==> src/jdq_pkg.sv <==
`timescale 1ns / 1ps
// jdq_pkg: shared types, zigzag map and IDCT basis weights for the JPEG
// dequantizer / inverse zigzag / 8x8 IDCT block. No dependencies.
package jdq_pkg;

  localparam int unsigned JDQ_QUANT_TABLES = 4;
  localparam int unsigned JDQ_CELLS        = 8;
  localparam int unsigned JDQ_COEF_W       = 20;  // dequantized coefficient
  localparam int unsigned JDQ_DATA_W       = 24;  // row pass value
  localparam int unsigned JDQ_W_W          = 15;  // Q1.14 weight
  localparam int unsigned JDQ_ACC_W        = 40;

  typedef struct packed {
    logic               mode;
    logic [1:0]         table_id;
    logic [5:0]         entry_index;
    logic [7:0]         entry_value;
    logic signed [11:0] coefficient;
  } jdq_in_t;

  typedef struct packed {
    logic signed [15:0] sample;
    logic [5:0]         position;
    logic               last;
  } jdq_out_t;

  // control broadcast to the cell row
  typedef struct packed {
    logic       v;      // data valid for multiply
    logic       first;  // first term of a sum
    logic       col;    // column pass: weight shared by all cells
    logic [2:0] k;      // summation index
    logic [2:0] i;      // output row (column pass)
    logic       cap;    // load accumulators into the chain
    logic       shift;  // advance the chain toward cell 0
  } jdq_ctl_t;

  typedef enum logic [3:0] {
    S_IN, S_WAIT, S_RFEED, S_RWAIT, S_RWR, S_CFEED, S_CWAIT, S_CAP, S_SHIFT
  } jdq_state_e;

  localparam logic [5:0] NAT_OF_ZZ [64] = '{
     0,  1,  8, 16,  9,  2,  3, 10, 17, 24, 32, 25, 18, 11,  4,  5,
    12, 19, 26, 33, 40, 48, 41, 34, 27, 20, 13,  6,  7, 14, 21, 28,
    35, 42, 49, 56, 57, 50, 43, 36, 29, 22, 15, 23, 30, 37, 44, 51,
    58, 59, 52, 45, 38, 31, 39, 46, 53, 60, 61, 54, 47, 55, 62, 63
  };

  // 0.5*cos(m*pi/16), Q1.14
  localparam logic signed [14:0] HALF_COS [32] = '{
     15'sd8192,  15'sd8035,  15'sd7568,  15'sd6811,
     15'sd5793,  15'sd4551,  15'sd3135,  15'sd1598,
     15'sd0,    -15'sd1598, -15'sd3135, -15'sd4551,
    -15'sd5793, -15'sd6811, -15'sd7568, -15'sd8035,
    -15'sd8192, -15'sd8035, -15'sd7568, -15'sd6811,
    -15'sd5793, -15'sd4551, -15'sd3135, -15'sd1598,
     15'sd0,     15'sd1598,  15'sd3135,  15'sd4551,
     15'sd5793,  15'sd6811,  15'sd7568,  15'sd8035
  };

  localparam logic signed [14:0] SQRT_EIGHTH = 15'sd5793;

  function automatic logic signed [14:0] basis(input logic [2:0] n, input logic [2:0] k);
    logic [6:0] m;
    m = {n, 1'b1} * k;
    if (k == 3'd0) return SQRT_EIGHTH;
    return HALF_COS[m[4:0]];
  endfunction

endpackage

==> src/jdq_cell.sv <==
`timescale 1ns / 1ps
// jdq_cell: one multiply-accumulate cell of the IDCT row, with a chain stage
// that hands finished sums to its neighbor. Depends on jdq_pkg.
module jdq_cell #(
  parameter int unsigned IDX = 0
) (
  input  logic                                  clk_i,
  input  logic                                  rst_ni,
  input  jdq_pkg::jdq_ctl_t                     ctl_i,
  input  logic signed [jdq_pkg::JDQ_DATA_W-1:0] data_i,
  input  logic signed [jdq_pkg::JDQ_ACC_W-1:0]  link_i,
  output logic signed [jdq_pkg::JDQ_ACC_W-1:0]  link_o,
  output logic signed [jdq_pkg::JDQ_ACC_W-1:0]  acc_o
);
  import jdq_pkg::*;

  localparam int unsigned PW = JDQ_DATA_W + JDQ_W_W;

  logic signed [JDQ_W_W-1:0]   w;
  logic signed [PW-1:0]        prod_q;
  logic                        pv_q, pf_q;
  logic signed [JDQ_ACC_W-1:0] acc_q, link_q;

  assign w = ctl_i.col ? basis(ctl_i.i, ctl_i.k) : basis(3'(IDX), ctl_i.k);

  always_ff @(posedge clk_i or negedge rst_ni) begin
    if (!rst_ni) begin
      pv_q <= 1'b0;
      pf_q <= 1'b0;
    end else begin
      pv_q <= ctl_i.v;
      pf_q <= ctl_i.first;
    end
  end

  always_ff @(posedge clk_i) begin
    if (ctl_i.v) prod_q <= data_i * w;
    if (pv_q) begin
      if (pf_q) acc_q <= JDQ_ACC_W'(prod_q);
      else      acc_q <= acc_q + JDQ_ACC_W'(prod_q);
    end
    if (ctl_i.cap)        link_q <= acc_q;
    else if (ctl_i.shift) link_q <= link_i;
  end

  assign link_o = link_q;
  assign acc_o  = acc_q;

endmodule

==> config.mk <==
export PLATFORM = sky130hd
export DESIGN_NAME = jdq_cell
export DESIGN_NICKNAME = d
export VERILOG_FILES = /design/src/jdq_pkg.sv /design/src/jdq_cell.sv
export SDC_FILE = /design/constraint.sdc
export NUM_CORES = 1
export LEC_CHECK = 0
export BUFFER_PORTS_ARGS = -buffer_cell sky130_fd_sc_hd__buf_2
export CORE_ASPECT_RATIO = 0.6
export CORE_MARGIN = 2
export CORE_UTILIZATION = 50
export CTS_CLUSTER_SIZE = 28
export DETAILED_ROUTE_END_ITERATION = 12
export PLACE_DENSITY_LB_ADDON = 0.08
export SYNTH_ARGS = -nofsm -noshare
export SYNTH_HDL_FRONTEND = slang
export SYNTH_SLANG_ARGS = --single-unit
==> constraint.sdc <==
create_clock -name clk_i -period 3 [get_ports clk_i]
set_input_delay 0.45 -clock clk_i [delete_from_list [all_inputs] [get_ports clk_i]]
set_output_delay 0.45 -clock clk_i [all_outputs]
set_load 0.005 [all_outputs]
== Word level (Yosys, flattened, before mapping) ==
Memory sizes are Yosys's and may differ from the RTL's.
Index checks and enable logic that the tools add are counted.
Storage, ports and cells
  output and inout port bits: 80
  bits of input ports: 77
  bits in read-only memories: 960
  register bits: 121
  memories kept: 2
  logic and storage cells: 28
Memory list
  (no name shown): words 32, bits a word 15, read ports 1, clocked after Yosys merged registers in 0, wr ports 0, RTL line jdq_pkg.sv:67  | return HALF_COS[m[4:0]];
  (no name shown): words 32, bits a word 15, read ports 1, clocked after Yosys merged registers in 0, wr ports 0, RTL line jdq_pkg.sv:67
Cells by class
  $lt $le $gt $ge: 2
  multiply operators: 2
  bitwise operators: 2
  reduce and logical (&&, ||, !) cells: 2
  $add $sub $neg: 1
  multiplexer cells: 12
Operators with widths (count)
  15-bit two-way mux: 8
  40-bit two-way mux: 3
  40-bit by 39-bit adder with 40-bit output: 1
  24-bit by 15-bit multiplier with 39-bit output: 1
  6-bit greater-or-equal comparator, second input constant: 2
  3-bit inverter with 6-bit output: 1
  5-bit inverter with 6-bit output: 1
  4-bit by 3-bit multiplier with 5-bit output: 1
  3-bit logical NOT: 1
  2-bit nonzero test: 1
  1-bit two-way mux: 1

== Depth between registers and ports, before layout ==
Gate-level depths: netlist of the first run.
  depth after elaboration: 8
  depth in mapped cells: 41
  gate-level depth less buffers: 36

== Worst setup path before layout of the first run ==
Ideal clock, no wire load.
  kind: in2reg
  start point: input port ctl_i[5] (netlist name)
  end point: register prod_q[37], data pin
  required time: 2.820 ns
  path buffers: 6
  stages: 38
  library setup time: 0.180 ns
  setup slack: -6.075 ns
  data arrival time: 8.895 ns
  path through: clkbuf_1 clkbuf_1 nand2_1 fa_1 inv_1 ha_1 inv_1 fa_1 clkbuf_1 clkbuf_1 nand2_1 o21ai_0 nor2_1 a211oi_1 a41oi_1 a21oi_1 buf_2 nand2_1 [... 2 more ...] inv_1 fa_1 fa_1 fa_1 inv_1 fa_1 inv_1 ha_1 buf_2 nand4_1 nor4_1 a21oi_1 o21ai_1 o21ai_1 a211o_1 and2_1 o21a_1 o311ai_1
On the way
  word-level cells in the longest chain between the ends: 8
  elaborated cells on any way between the ends: 15
  those cells by class: mul: 2; mux: 8; bitwise: 2; reduce/logical: 1; memory: 2
Ends and longest elaborated chain
  from (decl): RTL line jdq_cell.sv:9  | input jdq_pkg::jdq_ctl_t ctl_i,
  4-bit by 3-bit multiplier with 5-bit output: RTL line jdq_pkg.sv:65  | m = {n, 1'b1} * k;
  5-bit inverter with 6-bit output (implied by the code): RTL line jdq_pkg.sv:67
  memory 32 x 15 bit
  15-bit two-way mux (implied by the code) (2 in a row): RTL line jdq_pkg.sv:67
  15-bit two-way mux: RTL line jdq_pkg.sv:67
  15-bit two-way mux (*): RTL line jdq_cell.sv:24  | assign w = ctl_i.col ? basis(ctl_i.i, ctl_i.k) : basis(3'(IDX), ctl_i.k);
  24-bit by 15-bit multiplier with 39-bit output (*): RTL line jdq_cell.sv:37  | if (ctl_i.v) prod_q <= data_i * w;
  to (signal assigned): RTL line jdq_cell.sv:37
  to (decl): RTL line jdq_cell.sv:20  | logic signed [PW-1:0] prod_q;
Mark *: on every way between the ends. The rest lies on a longest branch, timed or not. The select of a mux whose other input is x is not followed.
A chain may end at the register's enable or synchronous reset.

== Worst setup path after layout of the first run ==
  start point: input port ctl_i[7] (netlist name)
  end point: register prod_q[24], data pin
The elaborated chain is that of the path after synthesis.

==> impl_metrics.yaml, run 1 <==
grt:
  grt_first_pass_wirelength_mm: 92.7
  grt_overflow: 0
  antenna_found_initial: 0
  grt.total_usage_pct: 27.6
  grt_max_degree: 52
  grt_pass1_vias: 17600
flow_run:
  max_cap_viol_count: 0
timing:
  setup_viol: 41
  max_slew_margin_pct: 32.0
  hold_viol: 0
  rsz0062_at_grt: "true"
  fmax_ghz: 0.119
  layout_setup_ws_ps: -5400
  finalClockSkew_ps: 11.0
  slew_violations: 0
  tightest_slew_ps: 1020
  period_needed_ps: 8400
  timing.hold.ws_ps: 140
  finalCritPeriodShare_pct: 280
layout:
  multi_input_area_um2: 16200
  layout_common_cells: "inv_1, fa_1, nand2_1"
  layout_commonest_cell: "inv_1"
  final_nets: 3174
  area_growth_pct: 30.0
  drive_above_1_share_pct: 31.6
  num_antenna_cells: 0
  final_util_pct: 65.7
  final_area_um2: 26500
  fillers: 3318
  seqCellArea_um2: 3620
min_path:
  worstHoldPathType: "primary input to register"
synth:
  synth_nets: 2741
  synthMuxAreaShare_pct: 2.71
  synthXorXnorAreaFrac_pct: 3.16
  synth_cell_types: 81
  synth.cell_area_um2: 20400
  synth_top_area_cell: "fa_1"
  synthFlopType: "edfxtp_1"
  postSynthCellCount: 2171
  synth_top_family_by_area: "adder cells"
  async_flop_share_pct: 1.65
  ys_seq_area_share_pct: 17.7
  synthTopCellsByArea: "fa_1, edfxtp_1, ha_1"
  synth-compound-area-share_pct: 10.5
  avgSynthCellArea_um2: 9.40
  synthAdderAreaFrac_pct: 42.8
  synth_edf_count: 119
  yosysWarningCount: 0
  synthSimpleGateAreaFrac_pct: 13.8
  synth.top_cell.area_share_pct: 33.6
  synth-seq-cells: 121
placed_design:
  dpl.hpwl_mm: 45.7
  globalplace.congestion: 0.930
  io_buffer_count: 156
  dpl_cell_area_um2: 24300
clocking:
  clock-root-buffer: "clkbuf_16"
  h-tree-depth: 4
  cts.sinks: 121
  clk_latency_ps: 430
  cts.reportedPaths.clkPinSlew_ps: 60
  cts_buffers: 17
  cts_tree: "yes"
  clk_path_buf_depth: 2
floorplan:
  core_um2: 40400
  initial_core_util_pct: 50.6
  die_h_um: 161
  die-area_um2: 42500
  rows: 57
  top_level_ports: 157
  die_x_um: 265
detailed_routing:
  via_per_inst: 5.37
  firstDrtPassIters: 6
  drt-total-wl_mm: 56.3
  drtIter0Drc: 1214
  ant_nets: 0
  drc: 0
  wl_per_cell_um: 17.9
  vias: 16900
worst_setup_path:
  endpoint_kind: "register"
  cp_max_fo: 6
  crit_type: "primary input to register"
  slowest_delay_ps: 540
  worst_ep_required_time_ps: 3180
  startpoint_type: "primary input"
  critical_path.most_common_cell: "fa_1"
  cp_slowest_cell: "fa_1"
  cp.arrival_ps: 8580
status:
  status: "finished with violations"
  violations: "negative setup slack"
## cell usage after synthesis, types with 3 or more instances
library cell / number
nand3_1: 19
xor2_1: 24
clkbuf_1: 69
a21boi_1: 3
o31ai_1: 9
o211ai_1: 6
xnor2_1: 47
o21a_1: 7
ha_1: 150
nand4_1: 12
edfxtp_1: 119
mux2_2: 43
a211oi_1: 11
a21oi_1: 85
fa_1: 343
nand2_1: 330
nor2b_1: 6
o2111ai_1: 3
a211o_1: 3
o21ai_1: 31
o22ai_1: 7
or2_2: 9
nor3_1: 12
o221ai_1: 4
nand2b_1: 5
nor2_1: 72
buf_2: 23
o21bai_1: 11
or3_1: 3
a31oi_1: 12
o21ai_0: 62
and3_1: 11
a21o_1: 38
a21oi_2: 5
a311oi_1: 3
mux2i_1: 7
and2_1: 124
a221oi_1: 3
inv_1: 392
## layer usage
layer / global-route usage, % / vias up / share of wire, %
met5: 0.676 / - / 0.064
li1: - / 7813 / -
met1: 41.8 / 8498 / 47
met2: 41.1 / 553 / 43
met4: 3.90 / 2 / 0.75
met3: 6.82 / 39 / 8.5
## cell families after synthesis
family / after synthesis
buf+inv: 490
mux: 50
compound gates: 332
simple gates: 613
flops: 121
xor+xnor: 72
fa+ha+maj: 493
## registers in the layout, summed over array words and instances (netlist names)
register	count
pv_q	1
acc_o	40
pf_q	1
prod_q	39
link_o	40
## per-stage QoR
stage | cells | setup TNS (ps) | setup slack [ps]
after floorplan | 2171 | -162190 | -5340
after global placement | 3073 | -195190 | -6080
after detailed placement | 3073 | -194920 | -6160
after CTS | 3134 | -166270 | -5280
after global routing | 3148 | -177580 | -5650
final | 3148 | -168710 | -5400
## layout make-up
cell class,count,area share [%]
repair buffers,509,14.8
flip-flops and latches,121,13.7
well taps,531,2.50
clock inverters,14,0.674
inverters,394,5.59
clock buffers,18,1.62
multi-input cells,1561,61.1
## timing repair
action,CTS,global route
endpoints found under the setup margin,50,56
buffers inserted,24,16
gates resized for setup,128,122
endpoints found under the hold margin,2,0
gates cloned,5,0
hold buffers,1,0
pin swaps,60,86
## worst paths after layout
| check | slack, ps | cells past startpoint | start | endpoint |
|---|---|---|---|---|
| worst max-delay path | -5400 | 39 | ctl_i[7] | prod_q[24] |
| worst min-delay path | 140 | 1 | ctl_i[9] | pf_q |
| worst max register to register | -80 | 11 | prod_q[1] | acc_o[37] |
| worst min register to register | 570 | 2 | prod_q[19] | acc_o[19] |
| max in group asynchronous | 2540 | 2 | rst_ni | pf_q |
| min in group asynchronous | 350 | 2 | rst_ni | pf_q |
## critical path: cells and delay by family
kind                       cells  cell delay, ps
xor gates and xnor gates       2             510
adders and majority gates     10            4070
buffers and inverters         13            1080
and+or+nand+nor                3             530
AOI/OAI and AO/OA             11            1920
Power of run 1 is left out: the tool's default activity adds up to more than one toggle a clock period on the data nets, which glitch-free logic cannot reach.
==> run 2, diff against run 1 <==
TNS_END_PERCENT = 30   (was default)
==> run 2 against run 1 <==
Against the previous run: the flow still finishes with violations (negative setup slack); sequential share of layout area rose by 0.32 points; highest routed layer is now met4; non-clock buffer count shrank 8; cell area fell by 2.3%; largest cell class unchanged; cell count fell by 0.32%; first-iteration DRC count shrank 4.9%; critical endpoint is now prod_q[37]; via count is 2.6% lower; global-route usage decreased by 0.49 points.
==> impl_metrics.yaml, run 2 (same netlist as run 1, synthesis figures left out) <==
placed_design:
  place_inst: 3069
  dpl.hpwl_mm: 45.3
  globalplace.congestion: 0.917
  dpl_cell_area_um2: 24200
  io_buffer_count: 156
worst_setup_path:
  worst_ep_required_time_ps: 3250
  slowest_delay_ps: 590
  rrSetupSlack_ps: -50
  reg2reg_depth: 11
  critical_path.most_common_cell: "fa_1"
  cp.arrival_ps: 8690
  startpoint_type: "primary input"
  crit_start: "ctl_i[7]"
  path_delay_family: "adder cells"
  crit_buf_inv: 9
  crit_end: "prod_q[37]"
  timing.rr.start: "prod_q[19]"
  cp_slowest_cell: "fa_2"
  endpoint_kind: "register"
  crit_type: "primary input to register"
  cp.depth: 36
  cp_max_fo: 5
  r2r-end: "acc_o[38]"
layout:
  num_antenna_cells: 0
  drive_above_1_share_pct: 28.8
  multi_input_area_um2: 15800
  layout.cells.non_filler: 3138
  fillers: 3408
  final_util_pct: 64.2
  seqCellArea_um2: 3620
  area_growth_pct: 27.0
  layout_common_cells: "inv_1, fa_1, nand2_1"
  layout_commonest_cell: "inv_1"
  final_nets: 3165
  final_area_um2: 25900
clocking:
  clk_latency_ps: 430
  cts_tree: "yes"
  cts_buffers: 17
  h-tree-depth: 4
  clock-root-buffer: "clkbuf_16"
  cts.reportedPaths.clkPinSlew_ps: 60
  clk_path_buf_depth: 2
  cts.sinks: 121
detailed_routing:
  firstDrtPassIters: 5
  ant_nets: 0
  wl_per_cell_um: 17.7
  vias: 16500
  drt-total-wl_mm: 55.4
  drc: 0
  via_per_inst: 5.25
  drtIter0Drc: 1155
floorplan:
  top_level_ports: 157
  die-area_um2: 42500
  rows: 57
  die_x_um: 265
  initial_core_util_pct: 50.6
  core_um2: 40400
  die_h_um: 161
timing:
  period_needed_ps: 8440
  timing.hold.ws_ps: 140
  layout_setup_ws_ps: -5440
  slew_violations: 0
  tightest_slew_ps: 1040
  max_slew_margin_pct: 30.4
  hold_viol: 0
  rsz0062_at_grt: "true"
  finalCritPeriodShare_pct: 281
  finalClockSkew_ps: 11.8
  setup_viol: 40
  fmax_ghz: 0.118
status:
  status: "finished with violations"
  violations: "negative setup slack"
grt:
  grt_pass1_vias: 17300
  grt.total_usage_pct: 27.1
  grt_first_pass_wirelength_mm: 91.2
  grt_overflow: 0
  antenna_found_initial: 0
  grt_max_degree: 75
min_path:
  worstHoldPathType: "primary input to register"
flow_run:
  max_cap_viol_count: 0
==> run 2: final cells by class <==
type / instances / area share [%]
sequential: 121 / 14.0
clock buffer: 20 / 1.68
timing repair buffer: 501 / 14.4
multi-input combinational: 1560 / 61.0
inverter: 394 / 5.72
clock inverter: 11 / 0.685
tap: 531 / 2.56
==> run 2: worst min-delay path by stage <==
stage / slack [ps] / endpoint / from / cells after the start
detailed placement: 240 / pv_q / rst_ni / 1
global route: 130 / pf_q / ctl_i[9] / 1
finish: 140 / pf_q / ctl_i[9] / 1
CTS: 130 / pf_q / ctl_i[9] / 1
floorplan: 150 / pf_q / rst_ni / 0
global placement: 240 / pv_q / rst_ni / 1
==> run 2: per-layer routing <==
metal	wire [um]	GRT usage, %	part of all wire [%]	vias up
met1	27400	42.2	49	8247
met5	0	0	0	-
met2	24100	40.7	44	413
met4	326	3.16	0.59	0
met3	3540	4.95	6.4	36
li1	-	-	-	7776
==> run 2: through the flow <==
step | setup TNS, ps | setup WS, ps
after floorplan | -163070 | -5340
after global routing | -184700 | -5760
after detailed placement | -192760 | -6020
after global placement | -189950 | -5880
after CTS | -170450 | -5490
final | -173480 | -5440
==> run 2: what timing repair did <==
item                       4_1_cts  5_1_grt
setup endpoints to repair       52       56
pin swaps                       63       63
cloned                           1        0
gates resized for setup         80       87
hold buffers                     1        0
buffers inserted                25       15
hold endpoints to repair         2        0
==> run 2: worst register-to-register path, cell delays in order, from the launching register on <==
cell	delay [ps]
edfxtp_1	420
ha_1	320
a21oi_2	220
o21ai_0	220
or2_0	320
a211o_1	370
nand3_2	130
buf_4	160
a21oi_4	70
o21a_1	220
o31ai_1	270
a311oi_1	80
Power of run 2 is left out for the same reason.
==> run 3, diff against run 2 <==
SKIP_CTS_REPAIR_TIMING = 1   (was default)
==> run 3 against run 2 <==
Against the previous run: the run still ends with negative setup slack left; critical path depth is 2 higher; first-iteration DRC count is 5.9% higher; maximum frequency is 0.97% lower; worst setup slack worse by 83 ps; core utilization is 0.15 points lower; die area stayed put; global-route usage is 0.44 points lower; flip-flop and latch count stayed put; clock-buffer cell count stayed put; wire length is 0.37% higher; worst hold slack worse by 5.2 ps.
==> impl_metrics.yaml, run 3 (same netlist as run 1, synthesis figures left out) <==
worst_setup_path:
  crit_type: "primary input to register"
  cp.arrival_ps: 8700
  worst_ep_required_time_ps: 3180
  endpoint_kind: "register"
  startpoint_type: "primary input"
  slowest_delay_ps: 620
  critical_path.most_common_cell: "fa_1"
  cp_max_fo: 6
  cp_slowest_cell: "fa_2"
detailed_routing:
  drt-total-wl_mm: 55.6
  via_per_inst: 5.26
  drc: 0
  wl_per_cell_um: 17.8
  ant_nets: 0
  drtIter0Drc: 1223
  firstDrtPassIters: 6
  vias: 16400
grt:
  grt.total_usage_pct: 26.7
  grt_max_degree: 75
  grt_first_pass_wirelength_mm: 89.8
  grt_overflow: 0
  grt_pass1_vias: 17000
  antenna_found_initial: 0
status:
  status: "finished with violations"
  violations: "negative setup slack"
timing:
  period_needed_ps: 8520
  rsz0062_at_grt: "true"
  hold_viol: 0
  finalSetupTns_ps: -169410
  tightest_slew_ps: 1040
  layout_setup_ws_ps: -5520
  max_slew_margin_pct: 30.6
  finalCritPeriodShare_pct: 284
  fmax_ghz: 0.117
  finalClockSkew_ps: 11.9
  setup_viol: 41
  slew_violations: 0
  timing.hold.ws_ps: 135
placed_design:
  dpl.hpwl_mm: 45.3
  io_buffer_count: 156
  globalplace.congestion: 0.917
  dp_slack_ps: -6020
layout:
  area_growth_pct: 26.7
  fillers: 3397
  final_nets: 3150
  drive_above_1_share_pct: 29.0
  num_antenna_cells: 0
  layout_commonest_cell: "inv_1"
  final_util_pct: 64.1
  layout_common_cells: "inv_1, fa_1, nand2_1"
clocking:
  cts_tree: "yes"
  clk_path_buf_depth: 2
  cts.reportedPaths.clkPinSlew_ps: 50
  clock-root-buffer: "clkbuf_16"
  clk_latency_ps: 430
  h-tree-depth: 4
  cts_buffers: 17
  cts.sinks: 121
floorplan:
  core_um2: 40400
  die_x_um: 265
  rows: 57
  top_level_ports: 157
  die_h_um: 161
  initial_core_util_pct: 50.6
  die-area_um2: 42500
flow_run:
  max_cap_viol_count: 0
min_path:
  worstHoldPathType: "primary input to register"
[run 3: cell types whose count changed in the layout (fill, tap and decap cells not counted), moves of 4 or more]
| cell | change |
|---|---|
| buf_4 | -13 |
| nand2_1 | -5 |
| inv_1 | -5 |
| ha_4 | +4 |
| o21ai_2 | +4 |
| inv_2 | +4 |
| ha_1 | -4 |
[run 3: layout make-up]
cell class                      instances  area (um^2)  share of cell area [%]
Multi-Input combinational cell       1560        15900                    61.3
Sequential cell                       121         3620                    14.0
Timing Repair Buffer                  486         3610                    14.0
Inverter                              394         1490                    5.74
Tap cell                              531          664                    2.57
Clock buffer                           20          437                    1.69
Clock inverter                         11          178                   0.687
[run 3: worst paths after layout]
check                               start          to  slack, ps  depth (start not counted)
worst max register to register  prod_q[0]   acc_o[38]        -80                         13
worst min-delay path             ctl_i[9]        pf_q        130                          1
worst max-delay path             ctl_i[7]  prod_q[33]      -5520                         38
worst min register to register  prod_q[4]    acc_o[4]        570                          2
min in group asynchronous          rst_ni        pv_q        340                          2
max in group asynchronous          rst_ni        pf_q       2550                          2
[run 3: stage by stage]
step                      cell area, um^2  instances
final                               25900       3123
after global routing                25900       3123
after CTS                           24800       3100
after detailed placement            24200       3069
after global placement              24200       3069
after floorplan                     20700       2171
[run 3: critical path: cells and delay by family]
kind | cells | cell delay, ps
compound gates | 8 | 1260
simple gates | 6 | 1030
xor+xnor | 1 | 120
buf+inv | 13 | 1130
fa+ha+maj | 10 | 4660
[run 3: metal layers]
layer	GRT usage [%]	up-vias	wire length (um)
met5	0	-	0
met4	2.90	0	476
met3	5.12	44	3760
met2	39.9	431	23900
met1	41.5	8218	27500
li1	-	7748	-
Power of run 3 is left out for the same reason.
